$ cat config.mk
export PLATFORM = sky130hd
export DESIGN_NAME = bmp_stream_to_rgb565_top
export DESIGN_NICKNAME = d
export VERILOG_FILES = /design/src/rtl/bsr_pkg.sv /design/src/rtl/bsr_queue.sv /design/src/rtl/bsr_front.sv /design/src/rtl/bsr_back.sv /design/src/rtl/bmp_stream_to_rgb565_top.sv
export SDC_FILE = /design/constraint.sdc
export NUM_CORES = 2
export LEC_CHECK = 0
export BUFFER_PORTS_ARGS = -buffer_cell sky130_fd_sc_hd__buf_4
export CAP_MARGIN = 20
export CORE_UTILIZATION = 69
export CTS_BUF_LIST = sky130_fd_sc_hd__clkbuf_8 sky130_fd_sc_hd__clkbuf_16
export CTS_CLUSTER_DIAMETER = 60
export CTS_CLUSTER_SIZE = 12
export DETAILED_ROUTE_END_ITERATION = 7
export PLACE_DENSITY_LB_ADDON = 0.08
export SYNTH_ARGS = -nofsm -noshare
export SYNTH_HDL_FRONTEND = slang
export SYNTH_SLANG_ARGS = --single-unit
$ cat constraint.sdc
create_clock -name clk -period 20.8 [get_ports clk]
set_clock_uncertainty 0.2 [all_clocks]
set_input_delay 2.08 -clock clk [delete_from_list [all_inputs] [get_ports clk]]
set_output_delay 2.08 -clock clk [all_outputs]
set_load 0.005 [all_outputs]
$ cat src/rtl/bsr_pkg.sv
`timescale 1ns / 1ps

package bsr_pkg;

    localparam int MAX_IMAGE_DIM = 4096;
    localparam int DIM_W         = 13;
    localparam int QUEUE_DEPTH   = 4;
    localparam int QPTR_W        = $clog2(QUEUE_DEPTH);

    localparam logic [15:0] BMP_SIGNATURE = 16'h4D42;

    // register indexes on the configuration port
    localparam logic [1:0] REG_SCREEN_WIDTH  = 2'd0;
    localparam logic [1:0] REG_SCREEN_HEIGHT = 2'd1;
    localparam logic [1:0] REG_ORIGIN_X      = 2'd2;
    localparam logic [1:0] REG_ORIGIN_Y      = 2'd3;

    typedef enum logic [1:0] {
        PH_HEADER,
        PH_SKIP,
        PH_PIXELS
    } phase_t;

    typedef struct packed {
        logic [12:0]        screen_width;
        logic [12:0]        screen_height;
        logic signed [15:0] origin_x;
        logic signed [15:0] origin_y;
    } cfg_t;

    // one unit of work handed from the parser to the pixel generator
    typedef struct packed {
        logic        mono;
        logic [15:0] data;
        logic [15:0] pal0;
        logic [15:0] pal1;
        logic [13:0] col;
        logic [12:0] row;
        logic [3:0]  cnt;
        logic        done;
        logic        status;
    } work_t;

    // screen size clamped to the coordinate range
    function automatic logic [12:0] eff_dim(input logic [12:0] v);
        return (v > 13'd4096) ? 13'd4096 : v;
    endfunction

endpackage

$ cat src/rtl/bsr_queue.sv
`timescale 1ns / 1ps

module bsr_queue
    import bsr_pkg::*;
(
    input  logic  clk,
    input  logic  rst_n,
    input  logic  push,
    input  work_t push_data,
    output logic  full,
    input  logic  pop,
    output logic  empty,
    output work_t pop_data
);

    work_t             mem [QUEUE_DEPTH];
    logic [QPTR_W-1:0] wptr_reg;
    logic [QPTR_W-1:0] rptr_reg;
    logic [QPTR_W:0]   count_reg;

    assign full     = (count_reg == (QPTR_W+1)'(QUEUE_DEPTH));
    assign empty    = (count_reg == '0);
    assign pop_data = mem[rptr_reg];

    // storage
    always_ff @(posedge clk)
    begin
        if (push)
        begin
            mem[wptr_reg] <= push_data;
        end
    end

    // pointers and fill level
    always_ff @(posedge clk or negedge rst_n)
    begin
        if (!rst_n)
        begin
            wptr_reg  <= '0;
            rptr_reg  <= '0;
            count_reg <= '0;
        end
        else
        begin
            if (push)
            begin
                wptr_reg <= wptr_reg + 1'b1;
            end
            if (pop)
            begin
                rptr_reg <= rptr_reg + 1'b1;
            end
            if (push && !pop)
            begin
                count_reg <= count_reg + 1'b1;
            end
            else if (pop && !push)
            begin
                count_reg <= count_reg - 1'b1;
            end
        end
    end

endmodule

$ cat src/rtl/bsr_front.sv
`timescale 1ns / 1ps

module bsr_front
    import bsr_pkg::*;
(
    input  logic       clk,
    input  logic       rst_n,
    input  cfg_t       cfg,
    input  logic       in_valid,
    input  logic [7:0] in_byte,
    input  logic       in_start,
    input  logic       q_full,
    output logic       in_ready,
    output logic       push,
    output work_t      push_data
);

    phase_t      phase_reg, phase_next;
    logic [31:0] pos_reg, pos_next;
    logic [31:0] acc_reg, acc_next;
    logic [31:0] offset_reg, offset_next;
    logic [31:0] hlen_reg, hlen_next;
    logic [12:0] width_reg, width_next;
    logic [12:0] height_reg, height_next;
    logic        bu_reg, bu_next;
    logic [15:0] bpp_reg, bpp_next;
    logic [31:0] palcnt_reg, palcnt_next;
    logic [15:0] pal0_reg, pal0_next;
    logic [15:0] pal1_reg, pal1_next;
    logic [12:0] row_reg, row_next;
    logic [14:0] idx_reg, idx_next;
    logic [12:0] pcol_reg, pcol_next;
    logic [15:0] part_reg, part_next;
    logic        fin_reg, fin_next;
    logic [1:0]  mod3_reg, mod3_next;

    logic        accept;
    assign in_ready = !q_full;
    assign accept   = in_valid && !q_full;

    always_comb
    begin
        logic [31:0]        acc;
        logic [31:0]        mag;
        logic [32:0]        pal_start;
        logic [33:0]        pal_end;
        logic [33:0]        need;
        logic [33:0]        hdr_next;
        logic [33:0]        diff;
        logic [3:0]         ent4;
        logic               end_hdr;
        logic signed [17:0] ox;
        logic signed [17:0] oy;
        logic signed [17:0] ew;
        logic signed [17:0] eh;
        logic [15:0]        rs24;
        logic [13:0]        rs1;
        logic [15:0]        rsize;
        logic [17:0]        rem;
        logic [13:0]        row_inc;
        logic [12:0]        img_row;

        phase_next  = phase_reg;
        pos_next    = pos_reg;
        acc_next    = acc_reg;
        offset_next = offset_reg;
        hlen_next   = hlen_reg;
        width_next  = width_reg;
        height_next = height_reg;
        bu_next     = bu_reg;
        bpp_next    = bpp_reg;
        palcnt_next = palcnt_reg;
        pal0_next   = pal0_reg;
        pal1_next   = pal1_reg;
        row_next    = row_reg;
        idx_next    = idx_reg;
        pcol_next   = pcol_reg;
        part_next   = part_reg;
        fin_next    = fin_reg;
        mod3_next   = mod3_reg;
        push        = 1'b0;
        push_data   = '0;
        end_hdr     = 1'b0;
        hdr_next    = '0;
        need        = '0;
        acc         = '0;
        mag         = '0;
        diff        = '0;
        rem         = '0;
        row_inc     = '0;
        rsize       = '0;

        // new file restarts the parser
        if (in_start)
        begin
            phase_next  = PH_HEADER;
            pos_next    = '0;
            acc_next    = '0;
            offset_next = '0;
            hlen_next   = '0;
            width_next  = '0;
            height_next = '0;
            bu_next     = 1'b1;
            bpp_next    = '0;
            palcnt_next = '0;
            pal0_next   = '0;
            pal1_next   = '0;
            row_next    = '0;
            idx_next    = '0;
            pcol_next   = '0;
            part_next   = '0;
            fin_next    = 1'b0;
            mod3_next   = '0;
        end

        ox = 18'(cfg.origin_x);
        oy = 18'(cfg.origin_y);
        ew = $signed({5'd0, eff_dim(cfg.screen_width)});
        eh = $signed({5'd0, eff_dim(cfg.screen_height)});

        // palette placement follows the header length
        if (hlen_next <= 32'd12)
        begin
            pal_start = 33'd30;
        end
        else if ({1'b0, hlen_next} + 33'd14 < 33'd54)
        begin
            pal_start = 33'd54;
        end
        else
        begin
            pal_start = {1'b0, hlen_next} + 33'd14;
        end
        ent4    = (palcnt_next == 32'd1) ? 4'd4 : 4'd8;
        pal_end = {1'b0, pal_start} + {30'd0, ent4};

        rs24    = ({3'd0, width_next} + {2'd0, width_next, 1'b0} + 16'd3) & 16'hFFFC;
        rs1     = (({1'b0, width_next} + 14'd31) >> 3) & 14'h3FFC;
        img_row = bu_next ? (height_next - 13'd1 - row_next) : row_next;

        if (accept && !fin_next)
        begin
            case (phase_next)
                PH_HEADER:
                begin
                    acc      = {in_byte, acc_next[31:8]};
                    acc_next = acc;
                    pos_next = pos_next + 32'd1;
                    case (pos_reg[5:0] & {6{!in_start}})
                        6'd0:
                        begin
                            if (ox >= ew || oy >= eh)
                            begin
                                fin_next       = 1'b1;
                                push           = 1'b1;
                                push_data.done = 1'b1;
                            end
                        end
                        6'd1:
                        begin
                            if (acc[31:16] != BMP_SIGNATURE)
                            begin
                                fin_next         = 1'b1;
                                push             = 1'b1;
                                push_data.done   = 1'b1;
                                push_data.status = 1'b1;
                            end
                        end
                        6'd13: offset_next = acc;
                        6'd17: hlen_next = acc;
                        6'd21:
                        begin
                            if (acc < 32'd1 || acc > 32'(MAX_IMAGE_DIM))
                            begin
                                fin_next         = 1'b1;
                                push             = 1'b1;
                                push_data.done   = 1'b1;
                                push_data.status = 1'b1;
                            end
                            width_next = acc[12:0];
                        end
                        6'd25:
                        begin
                            mag     = acc;
                            bu_next = 1'b1;
                            if (acc[31])
                            begin
                                mag     = ~acc + 32'd1;
                                bu_next = 1'b0;
                            end
                            if (mag < 32'd1 || mag > 32'(MAX_IMAGE_DIM))
                            begin
                                fin_next         = 1'b1;
                                push             = 1'b1;
                                push_data.done   = 1'b1;
                                push_data.status = 1'b1;
                            end
                            height_next = mag[12:0];
                        end
                        6'd27:
                        begin
                            if (acc[31:16] != 16'd1)
                            begin
                                fin_next         = 1'b1;
                                push             = 1'b1;
                                push_data.done   = 1'b1;
                                push_data.status = 1'b1;
                            end
                        end
                        6'd29:
                        begin
                            bpp_next = acc[31:16];
                            if (bpp_next != 16'd24 && bpp_next != 16'd1)
                            begin
                                fin_next         = 1'b1;
                                push             = 1'b1;
                                push_data.done   = 1'b1;
                                push_data.status = 1'b1;
                            end
                            else if (hlen_next <= 32'd12)
                            begin
                                end_hdr  = 1'b1;
                                hdr_next = 34'd30;
                            end
                        end
                        6'd33:
                        begin
                            if (acc != 32'd0)
                            begin
                                fin_next         = 1'b1;
                                push             = 1'b1;
                                push_data.done   = 1'b1;
                                push_data.status = 1'b1;
                            end
                        end
                        6'd49: palcnt_next = acc;
                        6'd53:
                        begin
                            end_hdr  = 1'b1;
                            hdr_next = 34'd54;
                        end
                        default: ;
                    endcase

                    // end of header: clipping and offset checks
                    if (end_hdr)
                    begin
                        need = hdr_next;
                        if (bpp_next == 16'd1 && pal_end > need)
                        begin
                            need = pal_end;
                        end
                        if (!(ox < ew && ox + $signed({5'd0, width_next}) > 18'sd0 &&
                              oy < eh && oy + $signed({5'd0, height_next}) > 18'sd0))
                        begin
                            fin_next       = 1'b1;
                            push           = 1'b1;
                            push_data.done = 1'b1;
                        end
                        else if ({2'd0, offset_next} < need)
                        begin
                            fin_next         = 1'b1;
                            push             = 1'b1;
                            push_data.done   = 1'b1;
                            push_data.status = 1'b1;
                        end
                        else
                        begin
                            phase_next = ({2'd0, offset_next} == hdr_next) ? PH_PIXELS
                                                                           : PH_SKIP;
                        end
                    end
                end

                PH_SKIP:
                begin
                    // capture palette entries 0 and 1 on the way to the data
                    diff = {2'd0, pos_next} - {1'b0, pal_start};
                    if (bpp_next == 16'd1 && {2'd0, pos_next} >= {1'b0, pal_start} &&
                        {2'd0, pos_next} < pal_end)
                    begin
                        case (diff[1:0])
                            2'd0: part_next = {11'd0, in_byte[7:3]};
                            2'd1: part_next = part_next | {5'd0, in_byte[7:2], 5'd0};
                            2'd2:
                            begin
                                if (diff[2])
                                begin
                                    pal1_next = part_next | {in_byte[7:3], 11'd0};
                                end
                                else
                                begin
                                    pal0_next = part_next | {in_byte[7:3], 11'd0};
                                end
                            end
                            default: ;
                        endcase
                    end
                    pos_next = pos_next + 32'd1;
                    if (pos_next == offset_next)
                    begin
                        phase_next = PH_PIXELS;
                    end
                end

                default:
                begin
                    push_data.row  = img_row;
                    push_data.pal0 = pal0_next;
                    push_data.pal1 = pal1_next;
                    if (bpp_next == 16'd24)
                    begin
                        rsize = rs24;
                        if ({1'b0, idx_next} < {3'd0, width_next} + {2'd0, width_next, 1'b0})
                        begin
                            case (mod3_next)
                                2'd0: part_next = {11'd0, in_byte[7:3]};
                                2'd1: part_next = part_next | {5'd0, in_byte[7:2], 5'd0};
                                default:
                                begin
                                    push           = 1'b1;
                                    push_data.data = part_next | {in_byte[7:3], 11'd0};
                                    push_data.col  = {1'b0, pcol_next};
                                    push_data.cnt  = 4'd1;
                                    pcol_next      = pcol_next + 13'd1;
                                end
                            endcase
                            mod3_next = (mod3_next == 2'd2) ? 2'd0 : mod3_next + 2'd1;
                        end
                    end
                    else
                    begin
                        rsize = {2'd0, rs1};
                        if ({1'b0, idx_next} < 16'(({1'b0, width_next} + 14'd7) >> 3))
                        begin
                            rem            = {5'd0, width_next} - {idx_next, 3'b000};
                            push           = 1'b1;
                            push_data.mono = 1'b1;
                            push_data.data = {8'd0, in_byte};
                            push_data.col  = {idx_next[10:0], 3'b000};
                            push_data.cnt  = (rem >= 18'd8) ? 4'd8 : rem[3:0];
                        end
                    end
                    // row end, and end of data after the last row
                    if ({1'b0, idx_next} + 16'd1 >= rsize)
                    begin
                        idx_next  = '0;
                        pcol_next = '0;
                        mod3_next = '0;
                        row_inc   = {1'b0, row_next} + 14'd1;
                        row_next  = row_inc[12:0];
                        if (row_inc >= {1'b0, height_next})
                        begin
                            fin_next       = 1'b1;
                            push           = 1'b1;
                            push_data.done = 1'b1;
                        end
                    end
                    else
                    begin
                        idx_next = idx_next + 15'd1;
                    end
                end
            endcase
        end
    end

    // parser state
    always_ff @(posedge clk or negedge rst_n)
    begin
        if (!rst_n)
        begin
            phase_reg  <= PH_HEADER;
            pos_reg    <= '0;
            acc_reg    <= '0;
            offset_reg <= '0;
            hlen_reg   <= '0;
            width_reg  <= '0;
            height_reg <= '0;
            bu_reg     <= 1'b1;
            bpp_reg    <= '0;
            palcnt_reg <= '0;
            pal0_reg   <= '0;
            pal1_reg   <= '0;
            row_reg    <= '0;
            idx_reg    <= '0;
            pcol_reg   <= '0;
            part_reg   <= '0;
            fin_reg    <= 1'b0;
            mod3_reg   <= '0;
        end
        else if (accept)
        begin
            phase_reg  <= phase_next;
            pos_reg    <= pos_next;
            acc_reg    <= acc_next;
            offset_reg <= offset_next;
            hlen_reg   <= hlen_next;
            width_reg  <= width_next;
            height_reg <= height_next;
            bu_reg     <= bu_next;
            bpp_reg    <= bpp_next;
            palcnt_reg <= palcnt_next;
            pal0_reg   <= pal0_next;
            pal1_reg   <= pal1_next;
            row_reg    <= row_next;
            idx_reg    <= idx_next;
            pcol_reg   <= pcol_next;
            part_reg   <= part_next;
            fin_reg    <= fin_next;
            mod3_reg   <= mod3_next;
        end
    end

endmodule

$ cat src/rtl/bsr_back.sv
`timescale 1ns / 1ps

module bsr_back
    import bsr_pkg::*;
(
    input  logic        clk,
    input  logic        rst_n,
    input  cfg_t        cfg,
    input  logic        q_empty,
    input  work_t       q_data,
    output logic        q_pop,
    output logic        out_valid,
    input  logic        out_ready,
    output logic [15:0] out_color,
    output logic [11:0] out_x,
    output logic [11:0] out_y,
    output logic        out_pixel,
    output logic        out_done,
    output logic        out_status
);

    work_t       cur_reg;
    logic        cur_valid_reg;
    logic [3:0]  i_reg;
    logic        ov_reg;
    logic [15:0] color_reg;
    logic [11:0] x_reg;
    logic [11:0] y_reg;
    logic        pix_reg;
    logic        done_reg;
    logic        st_reg;

    logic               can_write;
    logic               in_pixels;
    logic               visible;
    logic               step;
    logic               write;
    logic               retire;
    logic signed [17:0] x;
    logic signed [17:0] y;
    logic [15:0]        color;
    logic [2:0]         bitsel;

    assign can_write = !ov_reg || out_ready;
    assign in_pixels = i_reg < cur_reg.cnt;
    assign x = 18'(cfg.origin_x) + $signed({4'd0, cur_reg.col + {10'd0, i_reg}});
    assign y = 18'(cfg.origin_y) + $signed({5'd0, cur_reg.row});
    assign visible = (x >= 18'sd0) && (y >= 18'sd0) &&
                     (x < $signed({5'd0, eff_dim(cfg.screen_width)})) &&
                     (y < $signed({5'd0, eff_dim(cfg.screen_height)}));
    assign bitsel = 3'd7 - i_reg[2:0];
    assign color  = !cur_reg.mono ? cur_reg.data :
                    (cur_reg.data[bitsel] ? cur_reg.pal1 : cur_reg.pal0);

    // one pixel or the closing status per cycle while the output is not stalled
    always_comb
    begin
        step   = 1'b0;
        write  = 1'b0;
        retire = 1'b0;
        if (cur_valid_reg)
        begin
            if (in_pixels)
            begin
                step   = !visible || can_write;
                write  = visible && can_write;
                retire = step && (i_reg + 4'd1 >= cur_reg.cnt) && !cur_reg.done;
            end
            else
            begin
                step   = can_write;
                write  = can_write;
                retire = can_write;
            end
        end
    end

    assign q_pop = !q_empty && (!cur_valid_reg || retire);

    always_ff @(posedge clk or negedge rst_n)
    begin
        if (!rst_n)
        begin
            cur_valid_reg <= 1'b0;
            i_reg         <= '0;
            ov_reg        <= 1'b0;
        end
        else
        begin
            if (q_pop)
            begin
                cur_valid_reg <= 1'b1;
                i_reg         <= '0;
            end
            else if (retire)
            begin
                cur_valid_reg <= 1'b0;
            end
            else if (step && in_pixels)
            begin
                i_reg <= i_reg + 4'd1;
            end
            if (write)
            begin
                ov_reg <= 1'b1;
            end
            else if (out_ready)
            begin
                ov_reg <= 1'b0;
            end
        end
    end

    // work entry and output beat
    always_ff @(posedge clk)
    begin
        if (q_pop)
        begin
            cur_reg <= q_data;
        end
        if (write)
        begin
            pix_reg   <= in_pixels;
            color_reg <= in_pixels ? color : 16'd0;
            x_reg     <= in_pixels ? x[11:0] : 12'd0;
            y_reg     <= in_pixels ? y[11:0] : 12'd0;
            done_reg  <= !in_pixels;
            st_reg    <= !in_pixels && cur_reg.status;
        end
    end

    assign out_valid  = ov_reg;
    assign out_color  = color_reg;
    assign out_x      = x_reg;
    assign out_y      = y_reg;
    assign out_pixel  = pix_reg;
    assign out_done   = done_reg;
    assign out_status = st_reg;

endmodule

$ cat src/rtl/bmp_stream_to_rgb565_top.sv
`timescale 1ns / 1ps

// BMP byte stream to RGB565 pixel stream. One file byte is taken per cycle
// while the four-entry work queue has room; the parser never stalls on its
// own. The pixel generator takes one step per beat of 24-bit data, per status
// and per pixel of a byte of 1-bit data, up to eight per byte, which sets the
// sustained rate for monochrome images. Output beats: tdata holds colour,
// column and row, tuser holds is_pixel and status, and tlast marks the one
// closing status beat of each file. Clipped pixels are dropped without a
// beat. Configuration is to be written only while idle (not enforced here).
module bmp_stream_to_rgb565_top
    import bsr_pkg::*;
(
    input  logic        clk,
    input  logic        rst_n,
    input  logic        s_tvalid,
    output logic        s_tready,
    input  logic [7:0]  s_tdata,   // data_byte
    input  logic        s_tuser,   // file_start
    output logic        m_tvalid,
    input  logic        m_tready,
    output logic [39:0] m_tdata,   // pixel_color[15:0], screen_x[27:16], screen_y[39:28]
    output logic        m_tlast,   // done_res
    output logic [1:0]  m_tuser,   // is_pixel[0], status[1]
    input  logic        psel,
    input  logic        penable,
    input  logic        pwrite,
    input  logic [3:0]  paddr,
    input  logic [31:0] pwdata,
    output logic [31:0] prdata,
    output logic        pready
);

    cfg_t  cfg_reg;
    logic  q_full;
    logic  q_empty;
    logic  push;
    logic  pop;
    work_t push_data;
    work_t pop_data;
    logic [15:0] color;
    logic [11:0] sx;
    logic [11:0] sy;
    logic        pix;
    logic        st;

    assign pready = 1'b1;

    // configuration registers
    always_ff @(posedge clk or negedge rst_n)
    begin
        if (!rst_n)
        begin
            cfg_reg.screen_width  <= 13'd240;
            cfg_reg.screen_height <= 13'd320;
            cfg_reg.origin_x      <= '0;
            cfg_reg.origin_y      <= '0;
        end
        else if (psel && penable && pwrite)
        begin
            case (paddr[3:2])
                REG_SCREEN_WIDTH:  cfg_reg.screen_width  <= pwdata[12:0];
                REG_SCREEN_HEIGHT: cfg_reg.screen_height <= pwdata[12:0];
                REG_ORIGIN_X:      cfg_reg.origin_x      <= pwdata[15:0];
                REG_ORIGIN_Y:      cfg_reg.origin_y      <= pwdata[15:0];
                default: ;
            endcase
        end
    end

    // register readback
    always_comb
    begin
        case (paddr[3:2])
            REG_SCREEN_WIDTH:  prdata = {19'd0, cfg_reg.screen_width};
            REG_SCREEN_HEIGHT: prdata = {19'd0, cfg_reg.screen_height};
            REG_ORIGIN_X:      prdata = {16'd0, cfg_reg.origin_x};
            REG_ORIGIN_Y:      prdata = {16'd0, cfg_reg.origin_y};
            default:           prdata = '0;
        endcase
    end

    bsr_front u_front (
        .clk       (clk),
        .rst_n     (rst_n),
        .cfg       (cfg_reg),
        .in_valid  (s_tvalid),
        .in_byte   (s_tdata),
        .in_start  (s_tuser),
        .q_full    (q_full),
        .in_ready  (s_tready),
        .push      (push),
        .push_data (push_data)
    );

    bsr_queue u_queue (
        .clk       (clk),
        .rst_n     (rst_n),
        .push      (push),
        .push_data (push_data),
        .full      (q_full),
        .pop       (pop),
        .empty     (q_empty),
        .pop_data  (pop_data)
    );

    bsr_back u_back (
        .clk        (clk),
        .rst_n      (rst_n),
        .cfg        (cfg_reg),
        .q_empty    (q_empty),
        .q_data     (pop_data),
        .q_pop      (pop),
        .out_valid  (m_tvalid),
        .out_ready  (m_tready),
        .out_color  (color),
        .out_x      (sx),
        .out_y      (sy),
        .out_pixel  (pix),
        .out_done   (m_tlast),
        .out_status (st)
    );

    assign m_tdata = {sy, sx, color};
    assign m_tuser = {st, pix};

endmodule
==> results.sh <==
export IMPL_fmax_mhz=66.1
export IMPL_max_stage_delay_ps=920
export IMPL_p_int_mw=3.84
export IMPL_worst_slack_ps=5670
export IMPL_dp_worst_setup_slack_ps=5330
export IMPL_start_util=0.702
export IMPL_reg2reg_slack_ps=7190
export IMPL_p_seq_frac=0.391
export IMPL_synthesis_area_sq_um=49500
export IMPL_endpoint_kind="flip-flop"
export IMPL_core_region_area_sq_um=70500
export IMPL_synth_area_per_cell_sq_um=10.5
export IMPL_crit_type="in -> reg"
export IMPL_grt_pass1_vias=38144
export IMPL_path_max_fanout=87
export IMPL_place_congestion=0.965
export IMPL_ctsLongestPathBuffers=3
export IMPL_async_flop_share=0.443
export IMPL_drc=1
export IMPL_ant_nets=0
export IMPL_setup_viol=0
export IMPL_crit_top_cell="a21o_1"
export IMPL_setup_tns_final_ps=0
export IMPL_layout_commonest_cell="nand2_1"
export IMPL_rows=97
export IMPL_fillCellCount=4661
export IMPL_cts_resized=0
export IMPL_share_comb_of_total_power=0.383
export IMPL_p_switching_mw=2.42
export IMPL_power_density_nw_per_um2=117
export IMPL_cts_buffers=83
export IMPL_crit_path_start="s_tuser"
export IMPL_power_leakage_nw=21.7
export IMPL_final_nets=5076
export IMPL_layout_drive_gt1_share=0.112
export IMPL_min_period_ps=15130
export IMPL_wl_per_cell_um=25.8
export IMPL_wl_mm=147
export IMPL_htreeDepth=3
export IMPL_dp_hpwl_mm=97.8
export IMPL_start_kind="primary input"
export IMPL_die_width_um=270
export IMPL_maxSlewViolCount=0
export IMPL_tightest_slew_ps=1260
export IMPL_reg2reg_depth=46
export IMPL_grt_pass1_wl_mm=226
export IMPL_reg2reg_to="u_queue.mem[0][65]"
export IMPL_fin_crit_sh=0.728
export IMPL_clock_sinks=813
export IMPL_cts_root_buf="clkbuf_16"
export IMPL_cap_violations=0
export IMPL_r2r_start="u_front.hlen_reg[8]"
export IMPL_antenna_found_initial=2
export IMPL_drt_pass1_iterations=8
export IMPL_critPathRequiredTime_ps=20860
export IMPL_cts_tree="yes"
export IMPL_postCtsSetupRepairBufs=0
export IMPL_fin_cells=5687
export IMPL_rsz0062_at_grt="false"
export IMPL_cts_hold_buf=0
export IMPL_ys_warn_count=0
export IMPL_ys_seq_area_frac=0.457
export IMPL_crit_slowest_cell="nor2_4"
export IMPL_largest_reg_flops=328
export IMPL_grt_overflow_total=0
export IMPL_utilization=0.758
export IMPL_sw_frac_of_total=0.387
export IMPL_vias=39018
export IMPL_endpoint="u_queue.mem[0][65]"
export IMPL_violations="design-rule violations"
export IMPL_hold_violations=0
export IMPL_worstHoldPathType="reg -> reg"
export IMPL_final_cell_mix="nand2_1 (586), edfxtp_1 (453), dfrtp_1 (351)"
export IMPL_antenna_cells=0
export IMPL_status="finished with violations"
export IMPL_dieArea_sq_um=72800
export IMPL_clock_latency_ps=670
export IMPL_fin_area_sq_um=53400
export IMPL_drtIter0Drc=4738
export IMPL_clk_pin_slew_ps=70
export IMPL_place_area_sq_um=50900
export IMPL_synth_cell_types=106
export IMPL_vias_per_cell=6.86
export IMPL_io_buffers=94
export IMPL_io_pins=130
export IMPL_ir_drop_mv=0.207
export IMPL_syn_inst=4694
export IMPL_hold_path_startpoint="u_front.height_reg[1]"
export IMPL_clock_power_share=0.225
export IMPL_gr_usage_all_layers=0.404
export IMPL_synth_edf_count=453
export IMPL_ys_ff_latch=813
export IMPL_syn_to_final_growth_pct=7.98
export IMPL_synth_top_flop_cell="edfxtp_1"
export IMPL_grt_max_degree=144
export IMPL_max_slew_margin_rel=0.154
export IMPL_fp_dieH_um=270
export IMPL_dp_cells=5539
export IMPL_cp_data_arrival_time_ps=15200
## synthesized netlist by cell type, drive strengths merged (36+ instances only)
| cell type | instances | share of area |
|---|---|---|
| nor3 | 92 | 0.0096 |
| mux2i | 141 | 0.029 |
| a21o | 81 | 0.012 |
| mux2 | 85 | 0.019 |
| nand4 | 60 | 0.0079 |
| o21a | 42 | 0.0064 |
| a21oi | 212 | 0.022 |
| xnor2 | 158 | 0.029 |
| mux4 | 97 | 0.044 |
| a31oi | 38 | 0.0048 |
| and3 | 70 | 0.0088 |
| nor2 | 245 | 0.019 |
| a22o | 77 | 0.014 |
| xor2 | 71 | 0.013 |
| nand3 | 100 | 0.010 |
| clkbuf | 182 | 0.014 |
| edfxtp | 453 | 0.27 |
| nor2b | 111 | 0.014 |
| nor4 | 66 | 0.0092 |
| nand2b | 46 | 0.0058 |
| o21ai | 297 | 0.030 |
| and2 | 59 | 0.0075 |
| nand2 | 588 | 0.045 |
| buf | 87 | 0.0095 |
| dfrtp | 353 | 0.18 |
| ha | 328 | 0.083 |
| or3 | 36 | 0.0048 |
| inv | 155 | 0.012 |
## layer usage
layer | routed length (um) | GRT usage
met1 | 56500 | 0.533
met2 | 67900 | 0.638
met3 | 13600 | 0.0763
met4 | 8890 | 0.216
met5 | 13 | 0
## cells by family (layout without fill, tap and decap cells)
| group | Yosys count | in the layout | synth area share |
|---|---|---|---|
| adders and majority gates | 339 | 339 | 0.0874 |
| buffers and inverters | 425 | 463 | 0.0352 |
| AOI/OAI and AO/OA | 1000 | 1000 | 0.131 |
| other | 2 | 17 | 0.000152 |
| muxes | 323 | 323 | 0.0920 |
| and+or+nand+nor | 1563 | 1563 | 0.156 |
| xor gates and xnor gates | 229 | 229 | 0.0412 |
| DFF | 813 | 813 | 0.457 |
## area by class of cell
| type | count | area (sq um) | share of cell area |
|---|---|---|---|
| flip-flops and latches | 813 | 22600 | 0.423 |
| clock inverters | 62 | 402 | 0.00752 |
| multi-input cells | 3471 | 25300 | 0.474 |
| inverters | 156 | 587 | 0.0110 |
| well taps | 940 | 1180 | 0.0220 |
| clock buffers | 85 | 2100 | 0.0394 |
| repair buffers | 160 | 1230 | 0.0229 |
## power groups by stage
stage                     registers [mW]  logic [mW]  clock network, mW
after detailed placement            2.46        2.32                  0
after global routing                2.47        2.58               1.47
after CTS                           2.44        2.37               1.42
after floorplan                     2.32        1.60                  0
after global placement              2.44        2.25                  0
final                               2.45        2.40               1.41
## stage by stage
| step | hold slack (ps) | total power, mW |
|---|---|---|
| 3_5_place_dp | 263 | 4.78 |
| 5_1_grt | 309 | 6.52 |
| 3_3_place_gp | 259 | 4.69 |
| 4_1_cts | 277 | 6.22 |
| 2_1_floorplan | 246 | 3.92 |
| 6_report | 286 | 6.26 |
## worst max-delay path, delay by kind of cell
family | cells | cell delay [ps]
adder cells (fa/ha/maj) | 3 | 950
AO/OA/AOI/OAI | 21 | 4590
multiplexers | 1 | 420
AND/OR/NAND/NOR | 17 | 5060
buffers and inverters | 6 | 1910
## worst min path at each step
stage / slack (ps) / endpoint / cells past startpoint
2_1_floorplan: 250 / u_front.height_reg[10] / 2
3_3_place_gp: 260 / u_front.height_reg[9] / 2
3_5_place_dp: 260 / u_front.height_reg[8] / 2
4_1_cts: 280 / u_front.height_reg[8] / 2
5_1_grt: 310 / u_front.height_reg[8] / 2
6_report: 290 / u_front.height_reg[1] / 2
No activity file was read; power rests on OpenSTA's default activity.
